--- config.mk ---
export PLATFORM = sky130hd
export DESIGN_NAME = dst_fifo
export DESIGN_NICKNAME = d
export VERILOG_FILES = /design/src/hw/rtl/diamond_square_terrain_assert.svh /design/src/hw/rtl/dst_fifo.sv
export SDC_FILE = /design/constraint.sdc
export NUM_CORES = 1
export LEC_CHECK = 0
export ABC_CLOCK_PERIOD_IN_PS = 1700
export BUFFER_PORTS_ARGS = -buffer_cell sky130_fd_sc_hd__buf_4
export CAP_MARGIN = 20
export CORE_MARGIN = 3
export CORE_UTILIZATION = 45
export DETAILED_ROUTE_END_ITERATION = 16
export GPL_ROUTABILITY_DRIVEN = 0
export PLACE_DENSITY = 0.75
export SYNTH_ARGS = -nofsm -noshare
export SYNTH_HDL_FRONTEND = slang
export SYNTH_SLANG_ARGS = --single-unit
--- constraint.sdc ---
create_clock -name clk -period 1.7 [get_ports clk]
set_input_delay 0.34 -clock clk [delete_from_list [all_inputs] [get_ports clk]]
set_output_delay 0.34 -clock clk [all_outputs]
set_load 0.01 [all_outputs]
--- src/hw/rtl/diamond_square_terrain_assert.svh ---
// Assertion macros shared by the diamond-square terrain RTL.
// Expects clk and arst_n in the scope of each use.
`ifndef DIAMOND_SQUARE_TERRAIN_ASSERT_SVH
`define DIAMOND_SQUARE_TERRAIN_ASSERT_SVH

// same-cycle implication
`define DST_ASSERT_IMP(lbl, ante, cons, msg) \
	lbl: assert property (@(posedge clk) disable iff (!arst_n) (ante) |-> (cons)) \
		else $error(msg);

// next-cycle implication
`define DST_ASSERT_NXT(lbl, ante, cons, msg) \
	lbl: assert property (@(posedge clk) disable iff (!arst_n) (ante) |=> (cons)) \
		else $error(msg);

`endif

--- src/hw/rtl/dst_fifo.sv ---
// Small command queue between the sequencer and the point engine.
// Uses no package items.
`default_nettype none
module dst_fifo #(
	parameter int W = 8,
	parameter int DEPTH = 4
) (
	input  logic         clk,
	input  logic         arst_n,
	input  logic         push,
	input  logic [W-1:0] data_in,
	output logic         full,
	input  logic         pop,
	output logic [W-1:0] data_out,
	output logic         empty
);
	localparam int PW = $clog2(DEPTH);

	logic [W-1:0]  mem_q [DEPTH];
	logic [PW-1:0] wp_q, rp_q;
	logic [PW:0]   cnt_q;

	assign full     = (cnt_q == (PW+1)'(DEPTH));
	assign empty    = (cnt_q == '0);
	assign data_out = mem_q[rp_q];

	always_ff @(posedge clk) begin
		if (push) mem_q[wp_q] <= data_in;
	end

	always_ff @(posedge clk or negedge arst_n) begin
		if (!arst_n) begin
			wp_q  <= '0;
			rp_q  <= '0;
			cnt_q <= '0;
		end else begin
			if (push) wp_q <= (wp_q == PW'(DEPTH - 1)) ? '0 : wp_q + 1'b1;
			if (pop)  rp_q <= (rp_q == PW'(DEPTH - 1)) ? '0 : rp_q + 1'b1;
			if (push && !pop) cnt_q <= cnt_q + 1'b1;
			else if (pop && !push) cnt_q <= cnt_q - 1'b1;
		end
	end
endmodule
`default_nettype wire

======== Word level (Yosys, flattened, before mapping) ========
Memories as Yosys holds them, arrays and structs flattened.
Index checks and enable logic that the tools add are counted.
cells by class
  muxes and demuxes ....................... 6
  reductions and logical operators ........ 6
  equality and inequality tests ........... 3
  add/subtract/negate cells ............... 4
operator list
  operator                                          count
  two-way mux 3 bit                                 2
  adder 2 x 1 -> 2 bit, second input constant       2
  == test 2 bit, second input constant              2
  two-way mux 2 bit                                 2
  adder 3 x 1 -> 3 bit, second input constant       1
  == test 3 bit, second input constant              1
  zero test 3 bit                                   1
  subtractor 3 x 1 -> 3 bit, second input constant  1
  logical AND 1 bit                                 2
  zero test 1 bit                                   2
  two-way mux 1 bit                                 2
  nonzero test 2 bit                                1
word-level totals
  logic and storage cells ................. 23
  input port bits ......................... 12
  register bits ........................... 7
  output and inout bits ................... 10
  RAM bits ................................ 32
  memories ................................ 1
memories
  memory  words  width  rd ports  clocked after Yosys merged registers in  write ports  RTL line        RTL
  mem_q   4      8      1         0                                        1            dst_fifo.sv:19  logic [W-1:0] mem_q [DEPTH];

======== Longest topological paths before layout ========
Gate-level depths: netlist of the first run.
  word-level depth ........................ 4
  mapped depth ............................ 7
  mapped depth without buffers ............ 7

======== Least setup slack after synthesis of the first run ========
OpenSTA, ideal clock, no wires.
  path kind ............................... input to register
  from .................................... input pop
  to ...................................... register cnt_q[2]
  data arrival time ....................... 1.326 ns
  data required time ...................... 1.621 ns
  setup slack ............................. 0.295 ns
  buffers on the path ..................... 0
  stages on the path ...................... 7
  library setup time ...................... 0.079 ns
  cell sequence ........................... inv_1 -> ha_1 -> inv_1 -> fa_1 -> xor2_1 -> nor2_1 -> xor2_1
between the ends
  word-level cells in the longest chain between the ends .. 3
  elaborated cells on any way between the ends .. 5
  those cells by class .................... mux: 1; reduce/logical: 4
RTL lines
  item                                                     RTL line        RTL
  start, declared                                          dst_fifo.sv:13  input logic pop,
  zero test 1 bit                                          dst_fifo.sv:39  if (push && !pop) cnt_q <= cnt_q + 1'b1;
  logical AND 1 bit                                        dst_fifo.sv:39
  two-way mux 3 bit or nonzero test 2 bit (tied branches)  -
  end signal, assigned                                     dst_fifo.sv:39
  end signal, assigned                                     dst_fifo.sv:40  else if (pop && !push) cnt_q <= cnt_q - 1'b1;
  end, declared                                            dst_fifo.sv:21  logic [PW:0] cnt_q;
Parallel ways exist; a longest one is shown, timed or not.
A chain may end at the register's enable or synchronous reset.

======== Worst setup path in the final report of the first run ========
  from .................................... register rp_q[0]
  to ...................................... output data_out[4]
between the ends
  word-level cells in the longest chain between the ends .. 1
RTL lines
  item                    RTL line        RTL
  start, declared         dst_fifo.sv:20  logic [PW-1:0] wp_q, rp_q;
  start signal, assigned  dst_fifo.sv:38  if (pop) rp_q <= (rp_q == PW'(DEPTH - 1)) ? '0 : rp_q + 1'b1;
  memory (4 x 8 bit)      -
  end, declared           dst_fifo.sv:14  output logic [W-1:0] data_out,
Every way passes these cells.

==> flow_metrics.py, run 1 <==
metrics = {
    "grt": {
        "grt_overflow": 0,
        "antenna_found_initial": 0,
        "grt_pass1_vias": 860,
        "grt_start_max_net_pins": 13,
        "grt_usage_pct": 14.3,
        "grt_pass1_wl_mm": 4.26,
    },
    "sta": {
        "worstMarginPinSlew_ps": 452,
        "drv_slew": 0,
        "fin_crit_ps": 1890,
        "slew-limit-headroom_pct": 69.8,
        "hold_viol": 0,
        "setup_viol": 8,
        "rsz0062_at_grt": "yes",
        "setup_slack_ps": -186,
        "max_freq_ghz": 0.530,
        "period_share_pct": 111,
        "fin_skew_ps": 6.60,
    },
    "layout": {
        "layout_common_cells": "32 x edfxtp_1, 15 x buf_4, 8 x mux4_2, 8 x buf_6, 7 x dfrtp_1",
        "final_util_pct": 59.6,
        "area.sequential_um2": 1140,
        "area_delta_synth_final_pct": 20.6,
        "multi_input_area_um2": 399,
        "insertedDiodeCount": 0,
        "final_nets": 128,
        "layout-drive-gt1-share_pct": 37.3,
        "stdcell_count": 154,
        "final_common_cell": "edfxtp_1",
        "nFillCells": 257,
    },
    "min_path": {
        "hold_class": "primary input to register",
        "whs_path_depth": 1,
        "hold_start": "data_in[4]",
        "whs_endpoint": "mem_q[3][4]",
    },
    "job": {
        "maxCapViolations": 0,
    },
    "clock_tree": {
        "path_clk_slew_ps": 120,
        "cts.sinks": 39,
        "h-tree-depth": 2,
        "cts_buffers": 5,
        "clk_latency_ps": 340,
        "cts_root_buf": "clkbuf_4",
        "clock_path_buffers": 2,
        "cts_tree": "built",
    },
    "die": {
        "die-width_um": 65.1,
        "die_h_um": 65.1,
        "die_area_um2": 4230,
        "core_um2": 3180,
        "rows": 20,
        "pin_count": 22,
        "start_util_pct": 49.4,
    },
    "worst_setup_path": {
        "worstPathArrival_ps": 1550,
        "cp-end-kind": "output pin",
        "crit_type": "register to output pin",
        "crit_fanout": 8,
        "r2r_slack_ps": 270,
        "cp.required_ps": 1360,
        "rr_worst_depth": 3,
        "rr_startpoint": "wp_q[1]",
        "reg2reg_to": "mem_q[1][2]",
        "start_kind": "register",
    },
    "synthesis": {
        "syn_area_um2": 1570,
        "synth_seq_cells": 39,
        "postSynthAreaPerCell_um2": 19.9,
        "yosys.cell_types.count": 18,
        "synth_mux_area_share_pct": 13.6,
        "synthXorXnorAreaFrac_pct": 1.67,
        "synth_top_family_by_area": "multiplexers",
        "syn_inst": 79,
        "synth_compound_area_share_pct": 0.637,
        "yosysSeqAreaShare_pct": 72.4,
        "ys_warn_count": 0,
        "syn_nets": 98,
        "synthAdderAreaFrac_pct": 6.06,
        "synth-simple-area-share_pct": 3.43,
    },
    "routing": {
        "drc": 0,
        "wirelength_mm": 2.45,
        "firstDrtPassIters": 4,
        "wl_per_cell_um": 15.9,
        "first_iter_violations": 45,
        "dr_total_vias": 762,
        "vias_per_cell": 4.95,
        "ant_nets": 0,
    },
    "placed_design": {
        "dp.cells": 143,
        "io_buffers": 21,
    },
    "status": {
        "status": "finished, violations left",
        "failed_checks": "setup timing",
    },
    "pwr": {
        "cellPowerDensity_nw_per_um2": 1550,
        "p_leak_nw": 0.709,
        "irDropWorstVdd_uv": 772,
    },
}
-- kinds of logic after synthesis --
logic type	Yosys count
DFF	39
AOI/OAI and AO/OA	2
xor gates and xnor gates	3
buffers and inverters	7
muxes	11
and+or+nand+nor	10
adders and majority gates	7
-- synth_stat cells (all sizes together) --
cell    instances  area (µm²)
inv             5        18.8
fa              1        20.0
mux4            8         180
nor3            1        5.00
xnor2           1        8.76
mux2            3        33.8
nand3           1        5.00
xor2            2        17.5
o21ai           2        10.0
buf             2        16.3
nand2           1        3.75
dfrtp           7         175
nor3b           1        7.51
edfxtp         32         961
nor2            2        7.51
ha              6        75.1
and2            4        25.0
-- where the power goes --
part           total (mW)  internal [mW]  leakage [nW]  switching, mW
logic                1.10          0.655         0.306          0.444
registers            1.40           1.26         0.377          0.147
clock network       0.436          0.152        0.0263          0.285
total                2.94           2.06         0.709          0.876
-- worst max-delay path by stage --
stage | from | endpoint | slack, ps | cells after the start
2_1_floorplan | pop | cnt_q[2] | 290 | 7
3_3_place_gp | pop | cnt_q[2] | 100 | 8
3_5_place_dp | pop | cnt_q[2] | 60 | 8
4_1_cts | rp_q[0] | data_out[5] | -220 | 3
5_1_grt | rp_q[0] | data_out[5] | -270 | 3
6_report | rp_q[0] | data_out[4] | -190 | 3
-- metal layers --
layer / up-vias / global-route usage (%) / share of wire [%]
met5: - / 0 / 0
met4: 0 / 6.22 / 1.7
met3: 4 / 6.07 / 5.0
met2: 20 / 23.4 / 53
met1: 378 / 16.5 / 40
li1: 360 / - / -
-- flip-flops by register name, summed over array words and instances, names as in the netlist --
register,flops
wp_q,2
rp_q,2
cnt_q,3
mem_q,32
-- final cells by class --
class	count	share of cell area, %
multi-input combinational	33	21.1
tap	44	2.91
clock inverter	3	0.793
timing repair buffer	25	12.3
inverter	5	0.991
clock buffer	5	1.98
sequential	39	60.0
-- per-stage QoR --
stage | TNS [ps] | power (mW) | area (µm²) | hold WS, ps | setup slack [ps]
after floorplan | 0 | 2.01 | 1570 | 44.4 | 295
final | -1400 | 2.94 | 1890 | 190 | -186
after detailed placement | 0 | 2.41 | 1790 | 161 | 61.4
after global routing | -2050 | 3.16 | 1890 | 159 | -266
after global placement | 0 | 2.36 | 1790 | 157 | 103
after CTS | -1670 | 2.97 | 1890 | 168 | -216
-- worst max-delay path: stages (launching register included) --
cell and delay (ps):
dfrtp_1 410, buf_12 150, mux4_2 510, buf_6 140
-- what timing repair did --
action | in CTS | in global routing
buffers inserted | 1 | 1
endpoints found under the hold margin | 7 | 0
hold buffers | 1 | 0
endpoints found under the setup margin | 8 | 8
gates resized for setup | 8 | 0
Power figures use the tool's default switching activity.
==> run 2: changes to the inputs <==
==> config.mk (replaced) <==
export PLATFORM = sky130hd
export DESIGN_NAME = dst_fifo
export DESIGN_NICKNAME = d
export VERILOG_FILES = /design/src/hw/rtl/diamond_square_terrain_assert.svh /design/src/hw/rtl/dst_fifo.sv
export SDC_FILE = /design/constraint.sdc
export NUM_CORES = 1
export LEC_CHECK = 0
export ABC_CLOCK_PERIOD_IN_PS = 1570
export CAP_MARGIN = 20
export CORE_MARGIN = 3
export CORE_UTILIZATION = 40
export DETAILED_ROUTE_END_ITERATION = 16
export DONT_BUFFER_PORTS = 1
export GPL_ROUTABILITY_DRIVEN = 0
export PLACE_DENSITY = 0.66
export SYNTH_ARGS = -nofsm -noshare
export SYNTH_HDL_FRONTEND = slang
export SYNTH_SLANG_ARGS = --single-unit
==> constraint.sdc (replaced) <==
create_clock -name clk -period 1.57 [get_ports clk]
set_input_delay 0.314 -clock clk [delete_from_list [all_inputs] [get_ports clk]]
set_output_delay 0.314 -clock clk [all_outputs]
set_load 0.01 [all_outputs]
==> run 2 against run 1 <==
Net effect:
- the flow still finishes with violations (setup timing)
- critical path depth is 1 lower
- final area is 4.8% lower
- worst setup slack better by 57 ps
- combinational power decreased by 19%
- global-route usage down 2.9 points
- via count down 9.1%
- critical path type unchanged
- largest power group unchanged
==> flow_metrics.py, run 2 (same netlist as run 1, synthesis figures left out) <==
metrics = {
    "status": {
        "status": "finished, violations left",
        "failed_checks": "setup timing",
    },
    "die": {
        "die_h_um": 68.7,
        "die-width_um": 68.7,
        "die_area_um2": 4710,
        "rows": 22,
        "core_um2": 3720,
        "pin_count": 22,
        "start_util_pct": 42.3,
    },
    "pwr": {
        "clock_power_share_pct": 24.3,
        "comb_power_share_pct": 27.8,
        "p_sw_mw": 0.884,
        "sw_frac_of_total_pct": 27.8,
        "irDropWorstVdd_uv": 546,
        "cellPowerDensity_nw_per_um2": 1770,
        "p_leak_nw": 0.653,
        "p_seq_share_pct": 47.9,
        "p_int_mw": 2.30,
    },
    "worst_setup_path": {
        "cp.required_ps": 1260,
        "rr_worst_depth": 4,
        "r2r_slack_ps": 160,
        "path_buf_inv": 1,
        "cp-endpoint": "data_out[3]",
        "crit_fanout": 8,
        "critPathMaxStageDelay_ps": 540,
        "start_kind": "register",
        "rr_startpoint": "cnt_q[0]",
        "reg2reg_to": "cnt_q[2]",
        "cp_cell_sequence": "buf_12 > mux4_2",
        "cp_top_family": "multiplexers",
        "worstPathArrival_ps": 1390,
        "startpoint": "rp_q[0]",
        "crit_type": "register to output pin",
        "cp_slowest_cell": "mux4_2",
        "cp-end-kind": "output pin",
        "cp.depth": 2,
    },
    "placed_design": {
        "io_buffers": 0,
        "post_dp_cell_area_um2": 1680,
        "dp_hpwl_mm": 1.75,
    },
    "grt": {
        "grt_overflow": 0,
        "grt_usage_pct": 11.5,
        "grt_start_max_net_pins": 13,
        "grt_pass1_wl_mm": 3.61,
        "grt_pass1_vias": 760,
        "antenna_found_initial": 0,
    },
    "routing": {
        "firstDrtPassIters": 4,
        "vias_per_cell": 4.88,
        "drc": 0,
        "wl_per_cell_um": 16.3,
        "ant_nets": 0,
        "wirelength_mm": 2.32,
        "dr_total_vias": 693,
        "first_iter_violations": 32,
    },
    "clock_tree": {
        "h-tree-depth": 2,
        "clock_path_buffers": 2,
        "cts_tree": "built",
        "cts_root_buf": "clkbuf_8",
        "cts.sinks": 39,
        "cts_resized": 0,
        "clk_latency_ps": 280,
        "cts_buffers": 5,
        "path_clk_slew_ps": 70,
    },
    "sta": {
        "slew-limit-headroom_pct": 69.2,
        "rsz0062_at_grt": "yes",
        "hold_viol": 0,
        "tns_ps": -1020,
        "drv_slew": 0,
        "worstMarginPinSlew_ps": 462,
        "max_freq_ghz": 0.588,
        "fin_skew_ps": 3.26,
        "period_share_pct": 108,
        "setup_slack_ps": -130,
        "fin_crit_ps": 1700,
        "setup_viol": 8,
    },
    "layout": {
        "regMostFlops": "mem_q",
        "final_nets": 112,
        "layout_common_cells": "32 x edfxtp_1, 8 x mux4_2, 7 x dfrtp_1, 7 x buf_4, 6 x ha_1",
        "fin_area_um2": 1800,
        "final_common_cell": "edfxtp_1",
        "largestRegisters": "mem_q x32, cnt_q x3",
        "insertedDiodeCount": 0,
        "area_delta_synth_final_pct": 14.9,
        "layout-drive-gt1-share_pct": 27.7,
        "largest_reg_flops": 32,
    },
    "min_path": {
        "hold_class": "primary input to register",
        "hold_start": "data_in[0]",
    },
    "job": {
        "maxCapViolations": 0,
    },
}
[run 2: cell count changes in the layout (fill, tap and decap cells not counted), sizes merged]
cell and delta:
buf -16, clkinvlp -1, bufinv +1
[run 2: worst reg2reg max path, stage by stage (launching register included)]
cell and delay, ps:
dfrtp_1 430, fa_1 440, xor2_1 150, nor2_1 140
xor2_1 170
[run 2: stage by stage]
stage	total power, mW	cells	util, %	setup WS [ps]	hold slack (ps)
global placement	2.37	132	45.2	143	18.6
CTS	3.24	142	48.6	-144	113
detailed placement	2.43	132	45.2	101	18.6
finish	3.18	142	48.6	-130	124
global route	3.37	142	48.6	-184	104
floorplan	2.17	79	-	191	18.4
[run 2: timing repair]
item | CTS | global route
hold endpoints to repair | 7 | 0
buffers inserted | 1 | 0
hold buffers | 1 | 0
endpoints found under the setup margin | 8 | 8
[run 2: worst min-delay path by stage]
stage,to,depth (start not counted)
floorplan,cnt_q[0],0
global placement,cnt_q[1],0
detailed placement,cnt_q[1],0
CTS,mem_q[2][0],0
global route,mem_q[2][0],0
finish,mem_q[2][0],0
[run 2: layout make-up]
class | instances | area (µm²)
fill | 310 | 1910
clock buffer | 5 | 68.8
timing repair buffer | 9 | 82.6
sequential | 39 | 1140
multi-input combinational | 33 | 399
tap | 48 | 60.1
inverter | 5 | 18.8
clock inverter | 3 | 38.8
[run 2: per-layer routing]
| layer | vias up | global-route usage, % | part of all wire (%) |
|---|---|---|---|
| li1 | 326 | - | - |
| met1 | 351 | 12.0 | 39 |
| met2 | 14 | 19.0 | 54 |
| met3 | 2 | 6.00 | 6.9 |
| met4 | 0 | 5.21 | 0.73 |
| met5 | - | 0 | 0 |
[run 2: power by group through the flow]
stage          registers, mW  logic [mW]  clock network (mW)
2_1_floorplan           1.47       0.708                   0
3_3_place_gp            1.54       0.836                   0
3_5_place_dp            1.56       0.877                   0
4_1_cts                 1.53       0.912               0.798
5_1_grt                 1.55       0.985               0.837
6_report                1.53       0.886               0.773
==> run 3: changes to the inputs <==
--- a/config.mk
+++ b/config.mk
@@ -8,11 +8,11 @@
 export ABC_CLOCK_PERIOD_IN_PS = 1570
 export CAP_MARGIN = 20
 export CORE_MARGIN = 3
-export CORE_UTILIZATION = 40
+export CORE_UTILIZATION = 55
 export DETAILED_ROUTE_END_ITERATION = 16
 export DONT_BUFFER_PORTS = 1
 export GPL_ROUTABILITY_DRIVEN = 0
-export PLACE_DENSITY = 0.66
+export PLACE_DENSITY = 0.83
 export SYNTH_ARGS = -nofsm -noshare
 export SYNTH_HDL_FRONTEND = slang
 export SYNTH_SLANG_ARGS = --single-unit
==> run 3 against run 2 <==
Net effect:
- the run still ends with setup timing left
- worst setup slack got worse by 63 ps
- core utilization grew 17 points
- first-iteration DRC count is 6.3% lower
- worst hold slack got worse by 61 ps
- register-to-register slack about the same
- global-route usage grew 4.8 points
- critical endpoint is now data_out[1]
- final cell count fell by 17%
- clock power is 20% lower
- highest routed layer unchanged
- sequential share of layout area is 3.6 points higher
- sequential power barely moved
- combinational power decreased by 4.7%
==> flow_metrics.py, run 3 (same netlist as run 1, synthesis figures left out) <==
metrics = {
    "status": {
        "status": "finished, violations left",
        "failed_checks": "setup timing",
    },
    "routing": {
        "dr_total_vias": 685,
        "firstDrtPassIters": 4,
        "wirelength_mm": 2.31,
        "wl_met2_mm": 1.20,
        "first_iter_violations": 30,
        "wl_per_cell_um": 19.6,
        "top_layer": "met4",
        "drt-met1-wl_um": 892,
        "drc": 0,
        "vias_per_cell": 5.81,
        "wl_met3_um": 169,
        "ant_nets": 0,
    },
    "worst_setup_path": {
        "crit_type": "register to output pin",
        "start_kind": "register",
        "cp.required_ps": 1260,
        "crit_fanout": 8,
        "cp-end-kind": "output pin",
        "worstPathArrival_ps": 1450,
    },
    "pwr": {
        "cellPowerDensity_nw_per_um2": 1750,
        "p_leak_nw": 0.610,
        "irDropWorstVdd_uv": 1260,
    },
    "die": {
        "die_area_um2": 3530,
        "start_util_pct": 60.6,
        "core_um2": 2590,
        "pin_count": 22,
        "die_h_um": 59.4,
        "rows": 18,
        "die-width_um": 59.4,
    },
    "clock_tree": {
        "clock_path_buffers": 2,
        "cts_tree": "built",
        "cts_resized": 0,
        "cts_root_buf": "clkbuf_4",
        "clk_latency_ps": 340,
        "cts.sinks": 39,
        "h-tree-depth": 2,
        "path_clk_slew_ps": 100,
        "cts_buffers": 5,
    },
    "placed_design": {
        "io_buffers": 0,
        "dp_hpwl_mm": 1.62,
        "dp.cells": 109,
        "place_ws_ps": 60.5,
    },
    "sta": {
        "drv_slew": 0,
        "hold_viol": 0,
        "setup_slack_ps": -192,
        "period_share_pct": 112,
        "fin_skew_ps": 6.81,
        "rsz0062_at_grt": "yes",
        "tns_ps": -1460,
        "worst_hold_slack_ps": 63.2,
        "worstMarginPinSlew_ps": 425,
        "fin_crit_ps": 1760,
        "max_freq_ghz": 0.567,
        "slew-limit-headroom_pct": 71.6,
        "setup_viol": 8,
    },
    "grt": {
        "antenna_found_initial": 0,
        "grt_pass1_wl_mm": 3.81,
        "grt_start_max_net_pins": 12,
        "grt_usage_pct": 16.2,
        "grt_overflow": 0,
        "grt_pass1_vias": 752,
    },
    "layout": {
        "layout-drive-gt1-share_pct": 22.7,
        "regMostFlops": "mem_q",
        "largest_reg_flops": 32,
        "multi_input_area_um2": 399,
        "final_common_cell": "edfxtp_1",
        "layout_common_cells": "32 x edfxtp_1, 8 x mux4_2, 7 x dfrtp_1",
        "area_delta_synth_final_pct": 8.77,
        "nFillCells": 177,
        "final_util_pct": 65.9,
        "largestRegisters": "mem_q x32, cnt_q x3",
        "final_nets": 107,
        "stdcell_count": 118,
        "area.sequential_um2": 1140,
        "insertedDiodeCount": 0,
    },
    "min_path": {
        "hold_class": "primary input to register",
    },
    "job": {
        "maxCapViolations": 0,
    },
}
[run 3: changes by cell type in the layout (fill, tap and decap cells not counted)]
| cell | change |
|---|---|
| clkinv_2 | -1 |
| clkbuf_1 | +1 |
| buf_4 | -5 |
| clkbuf_4 | +5 |
| clkbuf_8 | -5 |
| clkinv_1 | -1 |
[run 3: cell type report]
type / count / share of cell area (%)
Clock inverter: 1 / 1.76
Sequential cell: 39 / 66.5
Clock buffer: 6 / 2.42
Multi-Input combinational cell: 33 / 23.4
Timing Repair Buffer: 4 / 2.64
Tap cell: 30 / 2.20
Inverter: 5 / 1.10
[run 3: layer usage]
layer | global-route usage (%) | vias to the layer above
li1 | - | 318
met3 | 7.84 | 5
met4 | 6.80 | 0
met2 | 26.8 | 17
met5 | 0 | -
met1 | 17.7 | 345
[run 3: through the flow]
step           power (mW)  area (µm²)
2_1_floorplan        2.17        1570
3_3_place_gp         2.33        1620
3_5_place_dp         2.39        1620
4_1_cts              3.03        1710
5_1_grt              3.18        1710
6_report             2.98        1710
[run 3: worst paths after layout]
check | endpoint | cells past startpoint | from | slack (ps)
min in group asynchronous | cnt_q[2] | 1 | arst_n | 300
setup reg to reg | mem_q[0][5] | 3 | wp_q[0] | 150
setup / recovery | data_out[1] | 2 | rp_q[0] | -190
hold / removal | mem_q[1][0] | 0 | data_in[0] | 60
max in group asynchronous | wp_q[1] | 1 | arst_n | 1010
hold reg to reg | cnt_q[2] | 1 | cnt_q[2] | 500
[run 3: timing repair]
| action | 4_1_cts | 5_1_grt |
|---|---|---|
| endpoints found under the setup margin | 8 | 8 |
| setup buffers | 1 | 0 |
| gates cloned | 0 | 0 |
| hold buffers | 1 | 0 |
| hold endpoints to repair | 7 | 0 |
[run 3: critical path, stage by stage, from the launching register on]
cell and delay (ps):
dfrtp_1 410, buf_12 150, mux4_2 550
[run 3: power by group]
part / leakage (nW) / internal, mW / switching (mW)
sequential: 0.377 / 1.36 / 0.158
clock: 0.0383 / 0.328 / 0.293
combinational: 0.194 / 0.440 / 0.404
