### config.mk
export PLATFORM = sky130hd
export DESIGN_NAME = dst_front
export DESIGN_NICKNAME = d
export VERILOG_FILES = /design/src/hw/rtl/dst_pkg.sv /design/src/hw/rtl/dst_front.sv
export VERILOG_INCLUDE_DIRS = /design/src /design/src/hw/rtl
export SDC_FILE = /design/constraint.sdc
export NUM_CORES = 1
export LEC_CHECK = 0
export ABC_AREA = 1
export BUFFER_PORTS_ARGS = -buffer_cell sky130_fd_sc_hd__buf_2
export CAP_MARGIN = 5
export CORE_UTILIZATION = 45
export DETAILED_ROUTE_END_ITERATION = 8
export PLACE_DENSITY = 0.68
export SETUP_SLACK_MARGIN = 0.02
export SYNTH_ARGS = -nofsm -noshare
export SYNTH_HDL_FRONTEND = slang
export SYNTH_SLANG_ARGS = --single-unit
### constraint.sdc
create_clock -name clk -period 7.03 [get_ports clk]
set_clock_uncertainty 0.1 [all_clocks]
set_input_delay 1.406 -clock clk [delete_from_list [all_inputs] [get_ports clk]]
set_output_delay 1.406 -clock clk [all_outputs]
set_load 0.02 [all_outputs]
### src/hw/rtl/diamond_square_terrain_assert.svh
// Assertion macros shared by the diamond-square terrain RTL.
// Expects clk and arst_n in the scope of each use.
`ifndef DIAMOND_SQUARE_TERRAIN_ASSERT_SVH
`define DIAMOND_SQUARE_TERRAIN_ASSERT_SVH

// same-cycle implication
`define DST_ASSERT_IMP(lbl, ante, cons, msg) \
	lbl: assert property (@(posedge clk) disable iff (!arst_n) (ante) |-> (cons)) \
		else $error(msg);

// next-cycle implication
`define DST_ASSERT_NXT(lbl, ante, cons, msg) \
	lbl: assert property (@(posedge clk) disable iff (!arst_n) (ante) |=> (cons)) \
		else $error(msg);

`endif

### src/hw/rtl/dst_pkg.sv
// Package for the diamond-square terrain block: widths, codes, shared types.
// No dependencies.
`default_nettype none
package dst_pkg;

	localparam int MAX_LEVELS_DEF = 5;
	localparam int NOISE_W  = 16;
	localparam int HEIGHT_W = 32;
	localparam int DECAY_W  = 17;
	localparam int LEVELS_W = 3;
	localparam int POS_W    = 6;
	localparam int AMP_W    = 22;
	localparam int IDX_W    = 2;
	localparam int FIFO_DEPTH = 4;

	localparam logic [DECAY_W-1:0] DECAY_ONE = 17'h10000;

	localparam logic [IDX_W-1:0] CFG_LEVELS = 2'd0;
	localparam logic [IDX_W-1:0] CFG_DECAY  = 2'd1;
	localparam logic [IDX_W-1:0] CFG_RC     = 2'd2;

	typedef struct packed {
		logic [LEVELS_W-1:0] levels;
		logic [DECAY_W-1:0]  decay;
		logic                rc;
	} cfg_t;

	typedef enum logic [1:0] {PH_CORNER, PH_DIAMOND, PH_SQUARE} phase_t;
	typedef enum logic {FR_RUN, FR_ZERO} front_st_t;
	typedef enum logic [2:0] {BK_IDLE, BK_READ, BK_TAIL, BK_DIV, BK_FIN} back_st_t;

endpackage
`default_nettype wire

### src/hw/rtl/dst_front.sv
// Sequencer: accepts noise items, walks corners/diamond/square order, issues point commands.
// Depends on dst_pkg and diamond_square_terrain_assert.svh.
`default_nettype none
`include "diamond_square_terrain_assert.svh"
module dst_front #(
	parameter int MAX_LEVELS = dst_pkg::MAX_LEVELS_DEF,
	localparam int SIDE  = (1 << MAX_LEVELS) + 1,
	localparam int AWD   = $clog2(SIDE * SIDE),
	localparam int CMD_W = 5 * AWD + 2 * dst_pkg::POS_W + 4 + dst_pkg::NOISE_W
		+ dst_pkg::AMP_W + 1
) (
	input  logic                         clk,
	input  logic                         arst_n,
	input  dst_pkg::cfg_t                cfg,
	input  logic                         item_valid,
	output logic                         item_ready,
	input  logic [dst_pkg::NOISE_W-1:0]  noise,
	output logic                         cmd_push,
	output logic [CMD_W-1:0]             cmd_data,
	input  logic                         cmd_full
);
	localparam int CW = MAX_LEVELS + 2;
	localparam int LW = $clog2(MAX_LEVELS + 1);
	localparam logic [2:0] ZC_DIAMOND = 3'd4;
	localparam logic [2:0] ZC_LASTCORNER = 3'd3;
	localparam logic [1:0] CI_LAST = 2'd3;

	typedef struct packed {
		logic [AWD-1:0]               out_addr;
		logic [3:0][AWD-1:0]          nbr_addr;
		logic [3:0]                   nbr_en;
		logic [dst_pkg::POS_W-1:0]    row;
		logic [dst_pkg::POS_W-1:0]    col;
		logic [dst_pkg::NOISE_W-1:0]  noise;
		logic [dst_pkg::AMP_W-1:0]    amp;
		logic                         last;
	} cmd_t;

	function automatic logic [AWD-1:0] addr_of(logic [CW-1:0] r, logic [CW-1:0] c);
		addr_of = AWD'(32'(r) * SIDE + 32'(c));
	endfunction

	function automatic cmd_t corner_cmd(logic [1:0] k, logic [CW-1:0] s,
		logic [dst_pkg::NOISE_W-1:0] nz, logic [dst_pkg::AMP_W-1:0] a);
		cmd_t x;
		logic [CW-1:0] r, c;
		x = '0;
		r = (k == 2'd2 || k == 2'd3) ? s : '0;
		c = (k == 2'd1 || k == 2'd2) ? s : '0;
		x.out_addr = addr_of(r, c);
		x.row = dst_pkg::POS_W'(r);
		x.col = dst_pkg::POS_W'(c);
		x.noise = nz;
		x.amp = a;
		corner_cmd = x;
	endfunction

	dst_pkg::front_st_t fst_q, fst_d;
	dst_pkg::phase_t phase_q, nxt_phase;
	logic [1:0] cidx_q;
	logic [2:0] zc_q;
	logic [dst_pkg::NOISE_W-1:0] noise_hold_q;
	logic [CW-1:0] row_q, col_q, step_q, nxt_row, nxt_col, nxt_step;
	logic [LW-1:0] lvl_q, nxt_lvl, lat_lv_q, lv_live, eff_lv;
	logic [dst_pkg::DECAY_W-1:0] lat_dec_q, dpow_q, nxt_dpow, dec_live, eff_dec;
	logic lat_rc_q;
	logic [2*dst_pkg::DECAY_W-1:0] dp_prod;
	logic [CW-1:0] side_s, hh;
	logic grid_start, zero_start, accept, lvl_last, start_lv;
	logic [dst_pkg::NOISE_W-1:0] noise_sel;
	cmd_t cmd, lcmd;

	// live config, clamped; used at the first item of a grid
	always_comb begin
		if (cfg.levels == '0) lv_live = LW'(1);
		else if (32'(cfg.levels) > MAX_LEVELS) lv_live = LW'(MAX_LEVELS);
		else lv_live = LW'(cfg.levels);
		dec_live = (cfg.decay > dst_pkg::DECAY_ONE) ? dst_pkg::DECAY_ONE : cfg.decay;
		grid_start = (fst_q == dst_pkg::FR_RUN) && (phase_q == dst_pkg::PH_CORNER)
			&& (cidx_q == '0);
		eff_lv  = grid_start ? lv_live : lat_lv_q;
		eff_dec = grid_start ? dec_live : lat_dec_q;
		side_s  = CW'(1) << eff_lv;
		hh      = step_q >> 1;
	end

	assign zero_start = (fst_q == dst_pkg::FR_RUN) && grid_start && !cfg.rc;
	assign item_ready = (fst_q == dst_pkg::FR_RUN) && !cmd_full;
	assign accept     = item_valid && item_ready;
	assign cmd_push   = (accept && !zero_start) || ((fst_q == dst_pkg::FR_ZERO) && !cmd_full);
	assign noise_sel  = (fst_q == dst_pkg::FR_ZERO) ? noise_hold_q : noise;

	// diamond / square point and where the walk goes next
	always_comb begin
		lcmd = '0;
		nxt_row = row_q;
		nxt_col = col_q + step_q;
		nxt_step = step_q;
		nxt_phase = phase_q;
		lvl_last = 1'b0;
		start_lv = 1'b0;
		lcmd.noise = noise_sel;
		lcmd.amp = dst_pkg::AMP_W'(35 * 32'(dpow_q));
		if (phase_q == dst_pkg::PH_DIAMOND) begin
			lcmd.out_addr = addr_of(row_q + hh, col_q + hh);
			lcmd.row = dst_pkg::POS_W'(row_q + hh);
			lcmd.col = dst_pkg::POS_W'(col_q + hh);
			lcmd.nbr_en = 4'b1111;
			lcmd.nbr_addr[0] = addr_of(row_q, col_q);
			lcmd.nbr_addr[1] = addr_of(row_q + step_q, col_q);
			lcmd.nbr_addr[2] = addr_of(row_q + step_q, col_q + step_q);
			lcmd.nbr_addr[3] = addr_of(row_q, col_q + step_q);
			if (nxt_col >= side_s) begin
				nxt_col = '0;
				nxt_row = row_q + step_q;
				if (nxt_row >= side_s) begin
					nxt_phase = dst_pkg::PH_SQUARE;
					nxt_row = '0;
					nxt_col = hh;
				end
			end
		end else begin
			lcmd.out_addr = addr_of(row_q, col_q);
			lcmd.row = dst_pkg::POS_W'(row_q);
			lcmd.col = dst_pkg::POS_W'(col_q);
			lcmd.nbr_en[0] = (row_q >= hh);
			lcmd.nbr_en[1] = (row_q + hh <= side_s);
			lcmd.nbr_en[2] = (col_q >= hh);
			lcmd.nbr_en[3] = (col_q + hh <= side_s);
			lcmd.nbr_addr[0] = lcmd.nbr_en[0] ? addr_of(row_q - hh, col_q) : '0;
			lcmd.nbr_addr[1] = lcmd.nbr_en[1] ? addr_of(row_q + hh, col_q) : '0;
			lcmd.nbr_addr[2] = lcmd.nbr_en[2] ? addr_of(row_q, col_q - hh) : '0;
			lcmd.nbr_addr[3] = lcmd.nbr_en[3] ? addr_of(row_q, col_q + hh) : '0;
			if (nxt_col > side_s) begin
				nxt_row = row_q + hh;
				if (nxt_row > side_s) begin
					if (lvl_q >= lat_lv_q) begin
						lvl_last = 1'b1;
						nxt_phase = dst_pkg::PH_CORNER;
						nxt_row = '0;
						nxt_col = '0;
					end else begin
						nxt_step = hh;
						start_lv = 1'b1;
					end
				end else begin
					nxt_col = (nxt_row + hh) & (step_q - 1'b1);
				end
			end
			lcmd.last = lvl_last;
		end
		dp_prod = (2*dst_pkg::DECAY_W)'(dpow_q) * (2*dst_pkg::DECAY_W)'(lat_dec_q);
		nxt_dpow = dst_pkg::DECAY_W'((dp_prod + (2*dst_pkg::DECAY_W)'(32768)) >> 16);
		nxt_lvl = lvl_q + 1'b1;
		if (start_lv) begin
			nxt_phase = dst_pkg::PH_DIAMOND;
			nxt_row = '0;
			nxt_col = '0;
		end
	end

	always_comb begin
		if (fst_q == dst_pkg::FR_ZERO && zc_q != ZC_DIAMOND)
			cmd = corner_cmd(zc_q[1:0], side_s, '0, '0);
		else if (phase_q == dst_pkg::PH_CORNER)
			cmd = corner_cmd(cidx_q, side_s, noise_sel,
				dst_pkg::AMP_W'(15 * 32'(eff_dec)));
		else
			cmd = lcmd;
	end
	assign cmd_data = cmd;

	always_comb begin
		fst_d = fst_q;
		unique case (fst_q)
			dst_pkg::FR_RUN:  if (accept && zero_start) fst_d = dst_pkg::FR_ZERO;
			dst_pkg::FR_ZERO: if (!cmd_full && zc_q == ZC_DIAMOND) fst_d = dst_pkg::FR_RUN;
			default: fst_d = dst_pkg::FR_RUN;
		endcase
	end

	always_ff @(posedge clk) begin
		if (accept && zero_start) noise_hold_q <= noise;
	end

	always_ff @(posedge clk or negedge arst_n) begin
		if (!arst_n) begin
			fst_q <= dst_pkg::FR_RUN;
			phase_q <= dst_pkg::PH_CORNER;
			cidx_q <= '0;
			zc_q <= '0;
			row_q <= '0;
			col_q <= '0;
			step_q <= CW'(1) << MAX_LEVELS;
			lvl_q <= '0;
			lat_lv_q <= LW'(MAX_LEVELS);
			lat_dec_q <= 17'd16384;
			lat_rc_q <= 1'b1;
			dpow_q <= dst_pkg::DECAY_ONE;
		end else begin
			fst_q <= fst_d;
			if (accept && grid_start) begin
				lat_lv_q <= lv_live;
				lat_dec_q <= dec_live;
				lat_rc_q <= cfg.rc;
				step_q <= CW'(1) << lv_live;
				dpow_q <= dst_pkg::DECAY_ONE;
				lvl_q <= '0;
			end
			if (accept && zero_start) zc_q <= '0;
			if (cmd_push) begin
				if (fst_q == dst_pkg::FR_ZERO && zc_q != ZC_DIAMOND) begin
					zc_q <= zc_q + 1'b1;
					if (zc_q == ZC_LASTCORNER) begin
						dpow_q <= lat_dec_q;
						lvl_q <= LW'(1);
						phase_q <= dst_pkg::PH_DIAMOND;
						row_q <= '0;
						col_q <= '0;
					end
				end else if (phase_q == dst_pkg::PH_CORNER) begin
					cidx_q <= cidx_q + 1'b1;
					if (cidx_q == CI_LAST) begin
						// first level decay power is decay itself
						dpow_q <= lat_dec_q;
						lvl_q <= LW'(1);
						phase_q <= dst_pkg::PH_DIAMOND;
						row_q <= '0;
						col_q <= '0;
					end
				end else begin
					phase_q <= nxt_phase;
					row_q <= nxt_row;
					col_q <= nxt_col;
					step_q <= nxt_step;
					if (lvl_last) cidx_q <= '0;
					if (start_lv) begin
						lvl_q <= nxt_lvl;
						dpow_q <= nxt_dpow;
					end
				end
			end
		end
	end

	`DST_ASSERT_IMP(a_zero_blocks_input, fst_q == dst_pkg::FR_ZERO, !item_ready,
		"input taken while zero corners are issued")
	`DST_ASSERT_IMP(a_push_not_full, cmd_push, !cmd_full, "command pushed into full queue")
	`DST_ASSERT_IMP(a_dpow_range, 1'b1, dpow_q <= dst_pkg::DECAY_ONE && lat_rc_q == lat_rc_q,
		"decay power above one")
endmodule
`default_nettype wire

After elaboration in Yosys (flattened, before gate mapping) --
Index checks and enable logic that the tools add are counted.
Operators by class: reduce and logical (&&, ||, !) cells 32, equal/unequal tests 18, bitwise logic cells 3, multiplexer cells 86, order comparisons 11, shift operators 2, add/sub/neg operators 23, $mul 9
Operator list (number):
- 2-to-1 mux 110 bit | 2
- 2-to-1 mux 7 bit | 31
- 2-to-1 mux 17 bit | 9
- adder 11 x 7 -> 11 bit | 11
- 2-to-1 mux 71 bit | 1
- multiplier 7 x 6 -> 11 bit (second input constant) | 6
- 2-to-1 mux 11 bit | 4
- 2-to-1 mux 3 bit | 13
- adder 33 x 16 -> 33 bit (second input constant) | 1
- multiplier 17 x 17 -> 33 bit | 1
- 2-to-1 mux 2 bit | 13
- multiplier 6 x 17 -> 22 bit (first input constant) | 1
- adder 7 x 6 -> 7 bit | 3
- multiplier 4 x 17 -> 21 bit (first input constant) | 1
- greater-than comparator 17 bit (second input constant) | 1
- 2-to-1 mux 16 bit | 1
- nonzero test 5 bit | 3
- adder 7 bit | 2
- greater-or-equal comparator 7 x 6 -> 1 bit | 2
- greater-or-equal comparator 7 bit | 2
- greater-than comparator 7 bit | 2
- <= comparator 7 bit | 2
- << shifter 1 x 3 -> 7 bit (first input constant) | 2
- subtractor 7 x 6 -> 7 bit | 2
- 30 further kinds | 68
Word-level totals: bits in registers 85, input port bits 41, output and inout port bits 112, logic and storage cells 196

Depth between registers and ports, before layout --
Gate-level depths: netlist of the first run.
depth after elaboration 13, gate-level depth with buffers 31, depth with buffers taken out 29

Worst setup path before layout of the first run --
No wires, ideal clock.
kind input -> output, start input cfg[13] (netlist bit), end output cmd_data[18], buffers on the path 1, setup slack 0.067 ns, stages on the path 17, arrival time 5.457 ns, required time 5.524 ns, cell sequence nor4_1 nand4_1 nand2_1 clkbuf_1 nand2_1 o21ai_0 fa_1 fa_1 ha_1 nand2_1 o21ai_0 a21oi_1 o21ai_0 nand3_1 nand2_1 nor2_1 o21ai_0
Between the ends: word-level cells in the longest chain between the ends 6
RTL lines:
- from (decl) | RTL line dst_front.sv:14 | input dst_pkg::cfg_t cfg,
- greater-than comparator 17 bit | RTL line dst_front.sv:78 | dec_live = (cfg.decay > dst_pkg::DECAY_ONE) ? dst_pkg::DECAY_ONE : cfg.decay;
- 2-to-1 mux 17 bit * | RTL line dst_front.sv:78
- 2-to-1 mux 17 bit * | RTL line dst_front.sv:82 | eff_dec = grid_start ? dec_live : lat_dec_q;
- multiplier 4 x 17 -> 21 bit * | RTL line dst_front.sv:167 | dst_pkg::AMP_W'(15 * 32'(eff_dec)));
- 2-to-1 mux 110 bit * | RTL line dst_front.sv:165 | else if (phase_q == dst_pkg::PH_CORNER)
- 2-to-1 mux 110 bit * | RTL line dst_front.sv:163 | if (fst_q == dst_pkg::FR_ZERO && zc_q != ZC_DIAMOND)
- to (decl) | RTL line dst_front.sv:19 | output logic [CMD_W-1:0] cmd_data,
Every way passes the cells marked *; elsewhere a longest branch is shown, timed or not.

Final worst setup path of the first run --
start input cfg[1] (netlist bit), end output cmd_data[20]
The elaborated chain is that of the path after synthesis.

==> metrics.csv, run 1 <==
metric,value,unit
outcome,"complete, no violations",
wire per inst,17.9,µm
DIE AREA,62200,µm²
CP Data Required Time,5.52,ns
syn avg cell area,6.80,µm²
Layout Cell Area excl Fill,30000,µm²
synth warn,0,
WP data arrival,5.26,ns
DP HPWL,71.5,mm
placed insts,4968,
hold path startpoint,zc_q[0],
MaxCap Viol Count,0,
vias,26900,
"Distinct cells, synth",54,
Worst Path Max Fanout,8,
Final ANT Viol Nets,0,
Post-synth EDFFs,16,
Hold Path End,zc_q[0],
share of cells above drive strength 1,8.09,%
Detailed Routing Iterations Pass 1,6,
count of pins over their slew limit,0,
Hold Path Class,reg2reg,
"commonest cells after routing, fill and taps aside","1033 x nand2_1, 844 x inv_1, 406 x ha_1, 288 x fa_1, 264 x nor2_1",
die height,249,µm
cell row count,90,
"FFs w/ async S/R, synth",81.2,%
reg2reg setup slack,0.51,ns
Setup crit start kind,primary input,
WS Path Type,in2out,
Hold Buf Count CTS,0,
Final Hold Violating Endpoints,0,
First DRT Iteration DRCs,2014,
core area,60500,µm²
Post-Synth XOR/XNOR Area,2.89,%
htree depth,3,
global-route wire length before repair,142,mm
gpl congestion,1.00,
Root Driver,clkbuf_16,
initial core utilization,45.6,%
r2r endpoint,dpow_q[6],
Die X,249,µm
Port Buffer Count,152,
Mapped Cells,4053,
Total Routing Usage GR,28.8,%
Via density,5.40,
largest family of logic cells by synthesized area,adder cells,
"commonest non-fill, non-tap cell in the layout",nand2_1,
max_slew headroom,21.7,%
Post-Synth Adder-Cell Area,39.4,%
DRC,0,
initial antenna violation count,1,
largest net degree at the start of global routing,64,
Area Growth Syn to Fin,8.86,%
R2R Path Start,dpow_q[5],
Worst Tran Pin Value,1.17,ns
Post-Syn Area,27500,µm²
# IOs,153,
fin cells,4985,
total gr overflow,0,
"Reg clk slew, reported paths",0.06,ns
placed instance area,29600,µm²
Compound-Gate Fraction of Synth Area,12.4,%
clock sinks,85,
fmax,148,MHz
Final period util,96.2,%
Worst-Skew Late Latency,0.39,ns
# diodes,0,
synthesized flop and latch total,85,
unrepaired setup endpoints after global routing,yes,
CP endpoint kind,output port,
final setup fails,0,
number of global-route vias before repair,26400,
"Net Count, Synth",4789,
crit path time final,6.77,ns
simple-gate share of the synthesized area,23.8,%
mux contribution to synthesized area,0,%
"Top FF cell, synth",dfrtp_1,
reg2reg path depth,20,
final net count,4934,
clock tree from TritonCTS,done,
total wire length,89.3,mm
Max clock buf depth,2,
hold depth,1,
TritonCTS Buffers,9,
Setup Total Neg Slack,0,ns
"Seq/Total Area, Yosys",8.04,%
==> metrics by stage <==
step	hold slack (ns)	worst slack, ns	util (%)
floorplan	0.381	0.0669	-
global placement	0.399	0.0725	48.9
detailed placement	0.407	0.0830	48.9
CTS	0.420	0.0621	49.5
global route	0.460	-0.00887	49.6
finish	0.420	0.265	49.6
==> critical path, stage by stage <==
cell and delay, ns:
buf_2 0.10, nor4_1 0.31, nand4_1 0.15, nand2_2 0.15, buf_4 0.16, nand2_1 0.07, o21ai_0 0.21, buf_4 0.20
fa_1 0.44, fa_1 0.48, ha_1 0.37, nand2_1 0.18, nor2_1 0.07, nor2_1 0.15, nor2_1 0.06, nor2_1 0.11
nand3_1 0.14, a21oi_1 0.13, o21ai_0 0.11, nand2_1 0.07, inv_1 0.04, buf_2 0.15
==> cell type report <==
class / count / area [µm²]
fillers: 6135 / 30500
clock buffers: 10 / 250
repair buffers: 262 / 1590
clock inverters: 6 / 72.6
inverters: 857 / 3220
multi-input cells: 2983 / 21700
well taps: 782 / 978
flip-flops and latches: 85 / 2210
==> metal layers <==
metal / track usage, % / vias up / routed length [µm] / part of all wire, %
met3: 4.16 / 212 / 6420 / 7.2
li1: - / 13000 / - / -
met5: 0 / - / 13 / 0.015
met4: 11.1 / 2 / 3790 / 4.2
met2: 48.4 / 1011 / 41400 / 46
met1: 37.4 / 12700 / 37700 / 42
==> Yosys cell counts, types with 45 or more instances <==
cell type  count  area (µm²)
fa_1         288        5770
nand4_1       45         282
a21oi_1      244        1220
xor2_1        62         543
nand3_1      177         886
clkbuf_1      86         323
nand2_1     1035        3880
ha_1         407        5090
o21ai_0      191         956
inv_1        847        3180
nor2_1       265         995
dfrtp_1       64        1600
==> registers in the layout (all words and copies together), names as in the netlist <==
register      flops
dpow_q           17
lat_dec_q        17
noise_hold_q     16
col_q             7
row_q             7
step_q            7
lat_lv_q          3
lvl_q             3
zc_q              3
cidx_q            2
phase_q           2
fst_q             1
==> cells by family (layout without fill, tap and decap cells) <==
kind of cell | count (synthesis) | count (layout)
AND/OR/NAND/NOR | 1595 | 1595
buffers and inverters | 985 | 1135
adder cells (fa/ha/maj) | 695 | 695
AO/OA/AOI/OAI | 602 | 602
XOR/XNOR | 91 | 91
flip-flops | 85 | 85
==> repair_timing <==
action / 4_1_cts / 5_1_grt
setup buffers: 0 / 1
gates resized for setup: 0 / 18
setup endpoints to repair: 0 / 13
hold endpoints to repair: 0 / 0
==> how the worst max path moves through the flow <==
stage	startpoint	endpoint	cells after the start
6_report	cfg[1]	cmd_data[20]	22
4_1_cts	cfg[1]	cmd_data[9]	19
3_5_place_dp	cfg[1]	cmd_data[9]	19
2_1_floorplan	cfg[13]	cmd_data[18]	17
5_1_grt	cfg[5]	cmd_data[15]	23
3_3_place_gp	cfg[1]	cmd_data[9]	19
Power of run 1 is left out: the tool's default activity adds up to more than one toggle a clock period on the data nets, which glitch-free logic cannot reach.
==> inputs of run 2 (changes only) <==
--- a/config.mk
+++ b/config.mk
@@ -9,3 +9,2 @@
 export ABC_AREA = 1
-export BUFFER_PORTS_ARGS = -buffer_cell sky130_fd_sc_hd__buf_2
 export CAP_MARGIN = 5
@@ -13,3 +12,4 @@
 export DETAILED_ROUTE_END_ITERATION = 8
-export PLACE_DENSITY = 0.68
+export DONT_BUFFER_PORTS = 1
+export PLACE_DENSITY = 0.66
 export SETUP_SLACK_MARGIN = 0.02
==> constraint.sdc (replaced) <==
create_clock -name clk -period 7.03 [get_ports clk]
set_clock_uncertainty 0.1 [all_clocks]
set_input_delay 0.703 -clock clk [delete_from_list [all_inputs] [get_ports clk]]
set_output_delay 0.703 -clock clk [all_outputs]
set_load 0.02 [all_outputs]
==> metrics.csv, run 2 (synthesis gave the netlist of run 1 again) <==
metric,value,unit,change
outcome,"complete, no violations",,
total gr overflow,0,,unchanged
postcts setup bufs,0,,unchanged
fmax,160,MHz,+8.3%
Final period util,88.9,%,-7.3 points
final setup fails,0,,unchanged
initial core utilization,45.6,%,unchanged
r2r endpoint,dpow_q[8],,
number of global-route vias before repair,25500,,-3.2%
Worst-Skew Late Latency,0.39,ns,about the same
Largest regs,"dpow_q x17, lat_dec_q x17, noise_hold_q x16",,
DIE AREA,62200,µm²,unchanged
Via density,5.46,,+1.1%
dpl ws,0.807,ns,+0.724 ns
DP HPWL,70.3,mm,-1.7%
Critical path buffers and inverters,4,,-1
gpl congestion,1.02,,+1.8%
die height,249,µm,unchanged
Area Growth Syn to Fin,4.21,%,
wire per inst,18.6,µm,+3.6%
initial antenna violation count,0,,-1
global-route wire length before repair,141,mm,-0.56%
Die X,249,µm,unchanged
Worst Path Max Fanout,19,,+11
Total Routing Usage GR,28.7,%,-0.11 points
Final ANT Viol Nets,0,,unchanged
WS Path Type,reg2reg,,
CP endpoint kind,flip-flop,,
"CP delay by family, top",adder cells,,
clock tree from TritonCTS,done,,
crit-path max cell delay,0.97,ns,+0.49 ns
crit path time final,6.25,ns,-0.516 ns
max_slew headroom,26.0,%,+4.3 points
worst setup path start,lat_dec_q[11],,
DRC,0,,unchanged
CP Depth,22,,unchanged
cell row count,90,,unchanged
Detailed Routing Iterations Pass 1,7,,+1
"commonest non-fill, non-tap cell in the layout",nand2_1,,
MaxCap Viol Count,0,,unchanged
core area,60500,µm²,unchanged
final net count,4717,,-4.4%
Filler cells,6323,,+3.1%
unrepaired setup endpoints after global routing,no,,
WP data arrival,6.41,ns,+1.15 ns
"Reg clk slew, reported paths",0.08,ns,+0.02 ns
Setup Total Neg Slack,0,ns,unchanged
"commonest cells after routing, fill and taps aside","1034 x nand2_1, 846 x inv_1, 407 x ha_1, 288 x fa_1, 264 x nor2_1",,
placed insts,4751,,-4.4%
# diodes,0,,unchanged
reg2reg setup slack,0.78,ns,+0.27 ns
# IOs,153,,unchanged
Root Driver,clkbuf_16,,
TritonCTS Buffers,9,,unchanged
largest net degree at the start of global routing,65,,+1.6%
vias,26100,,-3.3%
worst setup slack after layout,0.781,ns,+0.516 ns
Worst Tran Pin Value,1.11,ns,-0.0689 ns
htree depth,3,,unchanged
Setup crit start kind,flip-flop,,
Final Hold Violating Endpoints,0,,unchanged
R2R Path Start,lat_dec_q[11],,
Hold Path Class,in2async,,
share of cells above drive strength 1,2.81,%,-5.3 points
Port Buffer Count,0,,-100%
First DRT Iteration DRCs,2175,,+8.0%
total wire length,88.5,mm,-0.89%
CP Data Required Time,7.19,ns,+1.67 ns
ordered list of cells on the worst path,nand2_1 -> fa_1 -> inv_1 -> fa_1 -> inv_1 -> fa_1 -> inv_1 -> fa_1 -> fa_1 -> fa_1 -> ha_1 -> nand2_1 -> nor2_1 -> inv_1 -> nor3_1 -> nand2_1 -> nand2_1 -> nand2_1 -> nand3_1 -> nand3_1 -> nand2_1 -> a21oi_1,,
reg2reg path depth,22,,+10%
slowest library cell on the worst path,dfrtp_1,,
clock sinks,85,,unchanged
fin cells,4768,,-4.4%
Max clock buf depth,2,,unchanged
Worst Setup EP,dpow_q[8],,
count of pins over their slew limit,0,,unchanged
==> run 2: cell count changes in the layout (fill, tap and decap cells not counted), sizes merged <==
cell | previous run | this run
buf | 262 | 45
bufinv | 1 | 0
clkbuf | 10 | 11
clkinv | 3 | 2
clkinvlp | 0 | 1
==> run 2: layout make-up <==
| class | instances | area [µm²] | area share (%) |
|---|---|---|---|
| Clock buffer | 11 | 275 | 0.959 |
| Timing Repair Buffer | 45 | 358 | 1.25 |
| Clock inverter | 5 | 55.1 | 0.192 |
| Inverter | 857 | 3220 | 11.2 |
| Tap cell | 782 | 978 | 3.41 |
| Sequential cell | 85 | 2210 | 7.71 |
| Multi-Input combinational cell | 2983 | 21600 | 75.3 |
==> run 2: worst min-delay path by stage <==
stage | to | startpoint
floorplan | cidx_q[0] | arst_n
global placement | row_q[0] | arst_n
detailed placement | row_q[6] | arst_n
CTS | step_q[5] | arst_n
global route | step_q[5] | arst_n
finish | step_q[5] | arst_n
==> run 2: routing by layer <==
metal	vias up	global-route usage [%]	share of wire, %
li1	12600	-	-
met1	12200	37.6	43
met2	1000	47.8	46
met3	195	4.36	7.1
met4	0	10.7	4.0
met5	-	0	0
==> run 2: what timing repair did <==
item                                   CTS  global route
endpoints found under the hold margin   64             0
gates resized for setup                  0             0
hold buffers                             1             0
==> run 2: metrics by stage <==
stage                     area, µm²  hold slack, ns  utilization [%]
after floorplan               27500           0.307                -
after global placement        28300           0.313             46.9
after detailed placement      28300           0.312             46.9
after CTS                     28700          0.0474             47.5
after global routing          28700          0.0362             47.5
final                         28700          0.0583             47.5
==> run 2: worst reg2reg max path: stages (launching register included) <==
cell,delay [ns]
dfrtp_1,0.97
nand2_1,0.18
fa_1,0.58
inv_1,0.05
fa_1,0.49
inv_1,0.05
fa_1,0.48
inv_1,0.06
fa_1,0.52
fa_1,0.56
fa_1,0.52
ha_1,0.34
nand2_1,0.10
nor2_1,0.15
inv_1,0.13
nor3_1,0.17
nand2_1,0.11
nand2_1,0.17
nand2_1,0.10
nand3_1,0.08
nand3_1,0.08
nand2_1,0.09
a21oi_1,0.06
Power of run 2 is left out for the same reason.
